**src/rtl/tcbm_pkg.sv**
```systemverilog
// Shared constants, codes and control types for the transitive closure core.
package tcbm_pkg;

  localparam int MAX_VERTICES_DEF = 32;
  localparam int VERTEX_W         = 6;
  localparam int ROW_W            = 32;
  localparam int MODE_W           = 2;

  localparam logic [VERTEX_W-1:0] VCOUNT_RESET = VERTEX_W'(32);

  // Stream word layouts
  localparam int S_TDATA_W  = 16;
  localparam int M_FIELDS_W = VERTEX_W + 2 * ROW_W;
  localparam int M_TDATA_W  = 72;

  typedef enum logic [MODE_W-1:0] {
    MODE_CLEAR = 2'd0,
    MODE_EDGE  = 2'd1,
    MODE_CLOSE = 2'd2
  } mode_e;

  typedef struct packed {
    logic clear;
    logic add_edge;
    logic step;
    logic load_out;
  } cmd_t;

  typedef struct packed {
    logic idx_last;
    logic out_free;
  } status_t;

endpackage

```
**src/rtl/tcbm_ctrl.sv**
```systemverilog
// Sequencer for matrix updates, closure passes and row emission.
module tcbm_ctrl
  import tcbm_pkg::*;
#(
  parameter int MaxVertices = MAX_VERTICES_DEF,
  parameter int IdxW        = $clog2(MaxVertices)
) (
  input  logic              clk_i,
  input  logic              rst_ni,
  input  logic              in_valid_i,
  input  logic [MODE_W-1:0] mode_i,
  output logic              in_ready_o,
  input  status_t           status_i,
  output cmd_t              cmd_o,
  output logic [IdxW-1:0]   idx_o
);

  typedef enum logic [1:0] {
    ST_IDLE,
    ST_CLOSE,
    ST_EMIT
  } state_e;

  state_e          state_q, state_d;
  logic [IdxW-1:0] idx_q, idx_d;
  mode_e           mode;
  logic            accept;

  assign mode       = mode_e'(mode_i);
  assign in_ready_o = (state_q == ST_IDLE);
  assign accept     = in_valid_i && in_ready_o;
  assign idx_o      = idx_q;

  always_comb begin
    cmd_o = '0;
    unique case (state_q)
      ST_IDLE: begin
        if (accept) begin
          unique case (mode)
            MODE_CLEAR: cmd_o.clear    = 1'b1;
            MODE_EDGE:  cmd_o.add_edge = 1'b1;
            default:    ;
          endcase
        end
      end
      ST_CLOSE: cmd_o.step     = 1'b1;
      ST_EMIT:  cmd_o.load_out = status_i.out_free;
      default:  ;
    endcase
  end

  always_comb begin
    state_d = state_q;
    idx_d   = idx_q;
    unique case (state_q)
      ST_IDLE: begin
        if (accept && mode == MODE_CLOSE) begin
          state_d = ST_CLOSE;
          idx_d   = '0;
        end
      end
      ST_CLOSE: begin
        if (status_i.idx_last) begin
          state_d = ST_EMIT;
          idx_d   = '0;
        end else begin
          idx_d = idx_q + IdxW'(1);
        end
      end
      ST_EMIT: begin
        // advance only when the output register takes the row
        if (status_i.out_free) begin
          if (status_i.idx_last) begin
            state_d = ST_IDLE;
            idx_d   = '0;
          end else begin
            idx_d = idx_q + IdxW'(1);
          end
        end
      end
      default: state_d = ST_IDLE;
    endcase
  end

  always_ff @(posedge clk_i or negedge rst_ni) begin
    if (!rst_ni) begin
      state_q <= ST_IDLE;
      idx_q   <= '0;
    end else begin
      state_q <= state_d;
      idx_q   <= idx_d;
    end
  end

endmodule

```
**config.mk**
```make
export PLATFORM = sky130hd
export DESIGN_NAME = tcbm_ctrl
export DESIGN_NICKNAME = d
export VERILOG_FILES = /design/src/rtl/tcbm_pkg.sv /design/src/rtl/tcbm_ctrl.sv
export SDC_FILE = /design/constraint.sdc
export NUM_CORES = 1
export LEC_CHECK = 0
export BUFFER_PORTS_ARGS = -buffer_cell sky130_fd_sc_hd__buf_2
export CORE_AREA = 8 8 45 47
export CTS_CLUSTER_SIZE = 10
export DETAILED_ROUTE_END_ITERATION = 10
export DIE_AREA = 0 0 53 55
export GPL_ROUTABILITY_DRIVEN = 0
export PLACE_DENSITY = 0.65
export SLEW_MARGIN = 0
export SYNTH_ARGS = -nofsm -noshare
export SYNTH_HDL_FRONTEND = slang
export SYNTH_SLANG_ARGS = --single-unit
```
**constraint.sdc**
```tcl
create_clock -name clk_i -period 3.5 [get_ports clk_i]
set_input_delay 0.7 -clock clk_i [delete_from_list [all_inputs] [get_ports clk_i]]
set_output_delay 0.7 -clock clk_i [all_outputs]
set_load 0.05 [all_outputs]
```
**Yosys cells after proc, flatten, opt, wreduce, memory -nomap -nowiden**

Cells that the tools add are included.

- Input bits: 7
- Register bits after elaboration: 7
- Word-level logic and storage cells: 33
- Output and inout bits: 10

- $add $sub $neg: 1
- Eq/ne operators: 8
- Mux-type cells: 15
- Reduce and logical (&&, ||, !) cells: 7

Operators with widths:

| kind | number |
|---|---|
| $mux W5 | 3 |
| $pmux W5 S3 | 1 |
| $mux W2 | 6 |
| $ne A2 B2 Y1 const B | 3 |
| $pmux W2 S3 | 1 |
| $add A5 B1 Y5 const B | 1 |
| $eq A2 B1 Y1 const B | 2 |
| $eq A2 B2 Y1 const B | 2 |
| $logic_not A2 Y1 | 2 |
| $mux W1 | 4 |
| $reduce_and A4 Y1 | 1 |
| $reduce_and A3 Y1 | 1 |
| $reduce_bool A3 Y1 | 1 |
| $logic_and A1 B1 Y1 | 2 |
| $ne A2 B1 Y1 const B | 1 |

**Logic depth before layout (Yosys ltp)**

Gate-level depths: netlist (run 1).

- Depth in word-level cells: 5
- Gate-level depth with buffers: 5
- Mapped depth without buffers: 5

**Worst setup path after synthesis (run 1)**

Ideal clock, no wire load.

- Kind: register to output
- From: register state_q[0]
- To: output port cmd_o[2] in the netlist's numbering
- Slack: 0.372 ns
- Path buffers: 0
- Arrival time: 2.428 ns
- Required time: 2.800 ns
- Cell stages (with the launch flop): 5
- Cell sequence: dfrtp_1 inv_1 ha_1 nand2_1 nor3b_1

RTL lines:

| element | RTL line | source |
|---|---|---|
| from (decl) | tcbm_ctrl.sv:24 | `state_e state_q, state_d;` |
| from (signal assigned) | tcbm_ctrl.sv:90 | `state_q <= state_d;` |
| to (decl) | tcbm_ctrl.sv:14 | `output cmd_t cmd_o,` |

==> run metrics, run 1 <==
Post-Syn Instances 49; EDFF count, synth 0; Seq/Total Area, Yosys 32.9%; R2R Setup Slk 1.76 ns; Yosys cell types 25; H-tree depth 1; Die Span Y 55 um; Sum Neg Setup Slack 0 ns; RSZ-0062 raised after global routing no; post-route clock period utilization 67.9%; Placed Area 633 um^2; synth-to-layout area growth 23.7%; First-pass DRT Iterations 4; Sink Count 7; Die W 53 um; post-synthesis async set-or-reset flop share 100%; initial antenna violation count 0; clock-pin slew on the worst setup and hold paths 0.05 ns; Clock Skew 0.00320 ns; Post-Route Utilization 47.6%; RR Startpoint state_q[0]; reg2reg end idx_o[0]; critical path cell sequence inv_1 > ha_1 > nand2_1 > nor3b_1 > buf_2; DRT iter0 DRCs 4; post_cts resized 0; clk buf depth 2; hold_buf cts 0; Slew headroom 72.1%; share of layout cells above drive strength 1 40.6%; clk_lat worst skew 0.25 ns; grt total ovfl 0; wirelength, routed 1040 um; Antenna diodes 0; outcome complete, no violations; # rows 14; HPWL after DPL 855 um; Max Clk Rate 421 MHz; cts bufs inserted 3; Pwr per Cell Area 832 nW/um^2; GRT Resource Usage Total 8.41%; final hold vios 0; CTS tree yes; Syn. warnings 0; CP bufs+invs 2; largest net degree at the start of global routing 8; Max Cap Viol 0; Top FF cell, synth dfrtp_1; hold slack final 0.274 ns; crit-path max cell delay 0.40 ns; crit-path leading delay family flip-flops; CP max-delay cell dfrtp_1; Max Fanout on Critical Path 7; Worst Reg-to-Reg Cells 5; post-synthesis register bit count 7; fin. max-slew vios 0; vias 431; # DRC 0; root buffer cell clkbuf_4; Die Footprint 2920 um^2; Crit. Startpoint state_q[1]; Post-CTS Setup Repair Bufs 0; Worst Tran Pin Value 0.407 ns; vias in the first global route 427; min Tclk post-route 2.37 ns; VDD IR max 384 uV; HP Class in2async; P_leak 0.342 nW; Critical Path End Type primary output; Initial Utilization 38.5%; Worst Path Arrival 1.67 ns; Crit Path Category reg2out; Critical Path Start Type register; I/O Pins 17; fin nets 83; count of buffers from port buffering 16; Finished Cell Area 659 um^2; first-pass GRT wire length 1810 um; CORE AREA 1380 um^2; Routed Antenna Nets 0; WL/cell 12.3 um; Mapped Nets 62; dpl ws 1.39 ns; setup violators final 0; Post-Synthesis Cell Area 533 um^2; mean post-synth cell area 10.9 um^2; vias per cell 5.07; Worst EP required 2.80 ns; Final WS setup 1.13 ns
per-layer routing:
layer	share of wire [%]	track usage [%]
met5	0	0
met4	1.2	6.47
met2	47	13.1
met1	45	9.10
met3	6.9	3.21
worst max path at each step:
stage / endpoint / slack, ns / cells after the start
floorplan: cmd_o[2] / 0.37 / 4
global placement: cmd_o[2] / 1.40 / 5
detailed placement: cmd_o[2] / 1.39 / 5
CTS: cmd_o[2] / 1.11 / 5
global route: cmd_o[2] / 0.97 / 5
finish: cmd_o[2] / 1.13 / 5
flip-flops by register name, indices dropped and copies added (netlist names):
signal   count
idx_o        5
state_q      2
kinds of logic (layout without fill, tap and decap cells):
group	after synthesis	count (layout)	synth area share, %
DFF	7	7	32.9
AOI/OAI and AO/OA	8	8	16.2
muxes	4	4	8.92
adders and majority gates	6	6	14.1
buffers and inverters	6	26	4.23
and+or+nand+nor	18	18	23.7
power breakdown:
group          leakage, nW  switching, W  internal [W]
registers           0.0936     0.0000224      0.000102
logic                0.233      0.000222      0.000132
clock network       0.0150     0.0000268     0.0000433
total                0.342      0.000271      0.000278
through the flow:
step / total power [W] / instances
after floorplan: 0.000418 / 49
after global placement: 0.000484 / 81
after detailed placement: 0.000482 / 81
after CTS: 0.000559 / 85
after global routing: 0.000592 / 85
final: 0.000549 / 85
area by class of cell:
cell class,count,area [um^2]
Inverter,6,22.5
Sequential cell,7,175
Clock buffer,4,26.3
Fill cell,132,724
Multi-Input combinational cell,36,335
Timing Repair Buffer,16,80.1
Tap cell,16,20.0
synth_stat cells (2+ instances only):
| library cell | count | area [um^2] |
|---|---|---|
| nand3_1 | 4 | 20.0 |
| nand2_1 | 2 | 7.51 |
| o221ai_1 | 2 | 17.5 |
| mux2_2 | 2 | 22.5 |
| dfrtp_1 | 7 | 175 |
| or4_1 | 2 | 15.0 |
| nor3b_1 | 2 | 15.0 |
| inv_1 | 6 | 22.5 |
| ha_1 | 6 | 75.1 |
placed cells by master, fill, tap and decap left out, drive strengths merged, types with 2 or more instances in the layout:
cell type,count
a211oi,2
buf,16
clkbuf,4
dfrtp,7
ha,6
inv,6
mux2,3
nand2,2
nand3,4
nor3b,2
o221ai,2
or4,2
No activity file was read; power rests on OpenSTA's default activity.
==> run 2, diff against run 1 <==
--- a/config.mk
+++ b/config.mk
@@ -11,7 +11,7 @@
 export DETAILED_ROUTE_END_ITERATION = 10
 export DIE_AREA = 0 0 53 55
 export GPL_ROUTABILITY_DRIVEN = 0
-export PLACE_DENSITY = 0.65
+export PLACE_DENSITY = 0.68
 export SLEW_MARGIN = 0
 export SYNTH_ARGS = -nofsm -noshare
 export SYNTH_HDL_FRONTEND = slang
==> constraint.sdc (replaced) <==
create_clock -name clk_i -period 2 [get_ports clk_i]
set_input_delay 0.4 -clock clk_i [delete_from_list [all_inputs] [get_ports clk_i]]
set_output_delay 0.4 -clock clk_i [all_outputs]
set_load 0.05 [all_outputs]
==> run metrics, run 2 (synthesis results as in run 1) <==
Critical Path Start Type register; HP Class in2async; crit-path max cell delay 0.40 ns (about the same); vias 435 (+0.93%); Net Switching 0.000501 W (+85%); Clock Skew 0.00245 ns (-0.000749 ns); Pwr per Cell Area 1440 nW/um^2 (+73%); synth-to-layout area growth 33.8%; DRT iter0 DRCs 3 (-1); Worst Path Arrival 1.52 ns (-0.15 ns); critical path cell sequence inv_1 > ha_4 > nand2_1 > nor3b_4 > buf_6; Slew headroom 72.6% (+0.46 points); first-pass GRT wire length 1880 um (+3.8%); most common cell after layout, fill and taps aside buf_2; root buffer cell clkbuf_4; total power 0.00103 W (+87%); Antenna diodes 0 (unchanged); Die Span Y 55 um (unchanged); Max Fanout on Critical Path 7 (unchanged); # rows 14 (unchanged); fin nets 84 (+1.2%); VDD IR max 653 uV (+70%); First-pass DRT Iterations 4 (unchanged); # DRC 0 (unchanged); CP bufs+invs 2 (unchanged); Finished Cell Area 713 um^2 (+8.2%); Post-CTS Setup Repair Bufs 0 (unchanged); CP max-delay cell dfrtp_1; crit-path leading delay family flip-flops; Max Clk Rate 521 MHz; count of buffers from port buffering 16 (unchanged); vias per cell 5.06 (-0.25%); post-route clock period utilization 95.9%; Worst Tran Pin Value 0.401 ns (-0.00676 ns); Placed Area 668 um^2 (+5.5%); Worst EP required 1.60 ns (-1.20 ns); sequential power share 21.6% (-1.1 points); H-tree depth 1 (unchanged); initial antenna violation count 0 (unchanged); Crit Path Category reg2out; dpl ws 0.189 ns (-1.20 ns); clk buf depth 2 (unchanged); share of layout cells above drive strength 1 45.7% (+5.1 points); wirelength, routed 1150 um (+10%); Critical Path End Type primary output; Die W 53 um (unchanged); Die Footprint 2920 um^2 (unchanged); Max Cap Viol 0 (unchanged); vias in the first global route 455 (+6.6%); Sink Count 7 (unchanged); setup violators final 0 (unchanged); cts bufs inserted 3 (unchanged); grt total ovfl 0 (unchanged); largest net degree at the start of global routing 8 (unchanged); outcome complete, no violations; Clock Power Share 12.3% (-0.5 points); max FFs per register 5 (unchanged); leading cell types in the layout, fill and taps excluded buf_2 (14), dfrtp_1 (7), inv_1 (5), ha_1 (5); fin. max-slew vios 0 (unchanged); clock-pin slew on the worst setup and hold paths 0.05 ns (about the same); WL/cell 13.3 um (+8.7%); Int Pwr 0.000527 W (+90%); P_leak 0.355 nW (+3.9%); final hold vios 0 (unchanged); CORE AREA 1380 um^2 (unchanged); Final WS setup 0.0819 ns (-1.04 ns); I/O Pins 17 (unchanged); HPWL after DPL 958 um (+12%); min Tclk post-route 1.92 ns; GRT Resource Usage Total 8.68% (+0.27 points); RSZ-0062 raised after global routing no; combinational power share 66.2% (+1.7 points); Sum Neg Setup Slack 0 ns (unchanged); clk_lat worst skew 0.25 ns (about the same); CTS tree yes; Routed Antenna Nets 0 (unchanged); Initial Utilization 38.5% (unchanged); Switching Share 48.7% (-0.64 points)
==> run 2: final cells by class <==
class                      count  area [um^2]
fill                         135          671
multi-input combinational     36          370
sequential                     7          175
timing repair buffer          17         98.8
clock buffer                   4         26.3
inverter                       6         22.5
tap                           16         20.0
==> run 2: per-layer routing <==
metal	GRT usage [%]	share of wire (%)	wire length [um]
met3	3.74	9.2	106
met2	13.3	43	489
met1	9.86	47	540
met4	5.17	0.96	11
met5	0	0	0
==> run 2: power by group through the flow <==
| stage | Clock [W] | Combinational [W] | Sequential (W) |
|---|---|---|---|
| 2_1_floorplan | 0 | 0.000518 | 0.000269 |
| 3_3_place_gp | 0 | 0.000681 | 0.000220 |
| 3_5_place_dp | 0 | 0.000683 | 0.000223 |
| 4_1_cts | 0.000134 | 0.000689 | 0.000221 |
| 5_1_grt | 0.000142 | 0.000730 | 0.000228 |
| 6_report | 0.000126 | 0.000680 | 0.000222 |
==> run 2: what timing repair did <==
action / 4_1_cts / 5_1_grt
hold buffers: 1 / 0
setup endpoints to repair: 1 / 2
cloned: 0 / 0
resized for setup: 1 / 3
endpoints found under the hold margin: 7 / 0
==> run 2: per-stage QoR <==
step           hold slack (ns)  instances  util (%)
3_5_place_dp             0.244         81      48.3
6_report                 0.516         86      51.5
2_1_floorplan            0.104         49         -
5_1_grt                  0.530         86      51.5
4_1_cts                  0.509         86      51.1
3_3_place_gp             0.239         81      48.3
==> run 2: path summary, 6_finish.rpt <==
check | from | end | slack, ns | cells past startpoint
setup / recovery | state_q[1] | cmd_o[2] | 0.08 | 5
hold / removal | rst_ni | idx_o[4] | 0.52 | 2
setup reg to reg | state_q[0] | idx_o[0] | 0.20 | 5
hold reg to reg | idx_o[4] | idx_o[4] | 0.56 | 2
max in group asynchronous | rst_ni | idx_o[0] | 1.33 | 2
min in group clk_i | status_i[1] | idx_o[1] | 0.53 | 4
==> run 2: worst register-to-register path: stages, from the launching register on <==
cell	delay (ns)
dfrtp_1	0.43
inv_2	0.08
ha_1	0.22
and2b_1	0.23
a211oi_4	0.38
mux2_4	0.33
==> run 3, diff against run 2 <==
--- a/config.mk
+++ b/config.mk
@@ -12,6 +12,7 @@
 export DIE_AREA = 0 0 53 55
 export GPL_ROUTABILITY_DRIVEN = 0
 export PLACE_DENSITY = 0.68
+export SETUP_SLACK_MARGIN = 0.1
 export SLEW_MARGIN = 0
 export SYNTH_ARGS = -nofsm -noshare
 export SYNTH_HDL_FRONTEND = slang
==> run metrics, run 3 (synthesis results as in run 1) <==
Critical Path End Type primary output; final hold vios 0 (unchanged); Max Clk Rate 547 MHz (+4.9%); Sum Neg Setup Slack 0 ns (unchanged); Placed Cells 81 (unchanged); Initial Utilization 38.5% (unchanged); vias 452 (+3.9%); post-route clock period utilization 91.4% (-4.5 points); hold slack final 0.510 ns (-0.00665 ns); Post-Route Utilization 52.3% (+0.72 points); Die W 53 um (unchanged); dpl ws 0.189 ns (unchanged); max FFs per register 5 (unchanged); Die Footprint 2920 um^2 (unchanged); outcome complete, no violations; Max Cap Viol 0 (unchanged); HPWL after DPL 958 um (unchanged); first-pass GRT wire length 1930 um (+2.6%); Final WS setup 0.172 ns (+0.0901 ns); Max Fanout on Critical Path 7 (unchanged); P_leak 0.361 nW (+1.5%); WL/cell 13.6 um (+1.6%); Pwr per Cell Area 1460 nW/um^2 (+1.4%); CORE AREA 1380 um^2 (unchanged); First-pass DRT Iterations 2 (-2); HP Class in2async; # rows 14 (unchanged); largest net degree at the start of global routing 8 (unchanged); fin. max-slew vios 0 (unchanged); root buffer cell clkbuf_4; wirelength, routed 1180 um (+2.8%); Finished Layout Cells 87 (+1.2%); RSZ-0062 raised after global routing no; grt total ovfl 0 (unchanged); Critical Path Start Type register; Worst Tran Pin Value 0.408 ns (+0.00745 ns); I/O Pins 17 (unchanged); share of layout cells above drive strength 1 49.3% (+3.6 points); H-tree depth 1 (unchanged); VDD IR max 743 uV (+14%); Antenna diodes 0 (unchanged); synth-to-layout area growth 35.7%; vias in the first global route 458 (+0.66%); Worst Path Arrival 1.43 ns (-0.09 ns); fin nets 85 (+1.2%); clock-pin slew on the worst setup and hold paths 0.05 ns (about the same); Slew headroom 72.1% (-0.51 points); Filler cells 136 (+0.74%); most common cell after layout, fill and taps aside buf_2; Worst EP required 1.60 ns (about the same); cts bufs inserted 3 (unchanged); count of buffers from port buffering 16 (unchanged); Crit Path Category reg2out; Clock Skew 0.00537 ns (+0.00292 ns); DRT iter0 DRCs 2 (-1); Sink Count 7 (unchanged); GRT Resource Usage Total 8.84% (+0.16 points); CTS tree yes; initial antenna violation count 0 (unchanged); clk_lat worst skew 0.25 ns (about the same); Die Span Y 55 um (unchanged); # DRC 0 (unchanged); min Tclk post-route 1.83 ns (-0.0901 ns); leading cell types in the layout, fill and taps excluded buf_2 (14), dfrtp_1 (7), ha_1 (5); vias per cell 5.20 (+2.7%); clk buf depth 2 (unchanged); Routed Antenna Nets 0 (unchanged); setup violators final 0 (unchanged)
[run 3: cell count changes in the layout (fill, tap and decap cells not counted)]
cell / previous run / this run
inv_2: 1 / 2
clkbuf_4: 4 / 3
nand2_2: 0 / 1
inv_1: 5 / 4
buf_4: 0 / 2
nand2_1: 2 / 1
[run 3: final timing paths]
check / endpoint / start / depth (start not counted) / slack [ns]
min reg2reg: idx_o[4] / idx_o[4] / 2 / 0.57
min in group clk_i: idx_o[1] / status_i[1] / 4 / 0.53
max reg2reg: idx_o[0] / state_q[0] / 5 / 0.29
max in group asynchronous: idx_o[0] / rst_ni / 2 / 1.33
max: cmd_o[2] / state_q[1] / 5 / 0.17
min: idx_o[4] / rst_ni / 2 / 0.51
[run 3: where the power goes]
group | internal [W] | switching (W)
clock network | 0.0000762 | 0.0000527
logic | 0.000288 | 0.000425
registers | 0.000179 | 0.0000371
[run 3: repair_timing]
action	in CTS	in global routing
hold buffers	1	0
gates resized for setup	5	1
setup endpoints to repair	2	2
setup buffers	1	0
hold endpoints to repair	7	0
gates cloned	0	0
[run 3: cell type report]
type,instances,area (um^2),area share (%)
Multi-Input combinational cell,36,373,51.6
Timing Repair Buffer,18,106,14.7
Inverter,6,22.5,3.11
Sequential cell,7,175,24.2
Clock buffer,4,26.3,3.63
Tap cell,16,20.0,2.77
[run 3: critical path, cell delays in order (launching register included)]
cell,delay (ns)
dfrtp_1,0.41
inv_2,0.11
ha_4,0.19
nand2_2,0.10
nor3b_4,0.19
buf_6,0.18
[run 3: layer usage]
layer  GRT usage, %  vias to the layer above  part of all wire [%]  wire length, um
li1               -                      225                     -                -
met1           10.0                      206                    46              540
met2           13.9                       17                    43              506
met3           3.48                        4                   9.7              114
met4           5.17                        0                   1.5               18
met5              0                        -                     0                0
[run 3: metrics by stage]
stage | area (um^2) | total power (W)
after global placement | 668 | 0.000901
after CTS | 721 | 0.00107
final | 723 | 0.00106
after detailed placement | 668 | 0.000905
after global routing | 723 | 0.00113
after floorplan | 568 | 0.000787
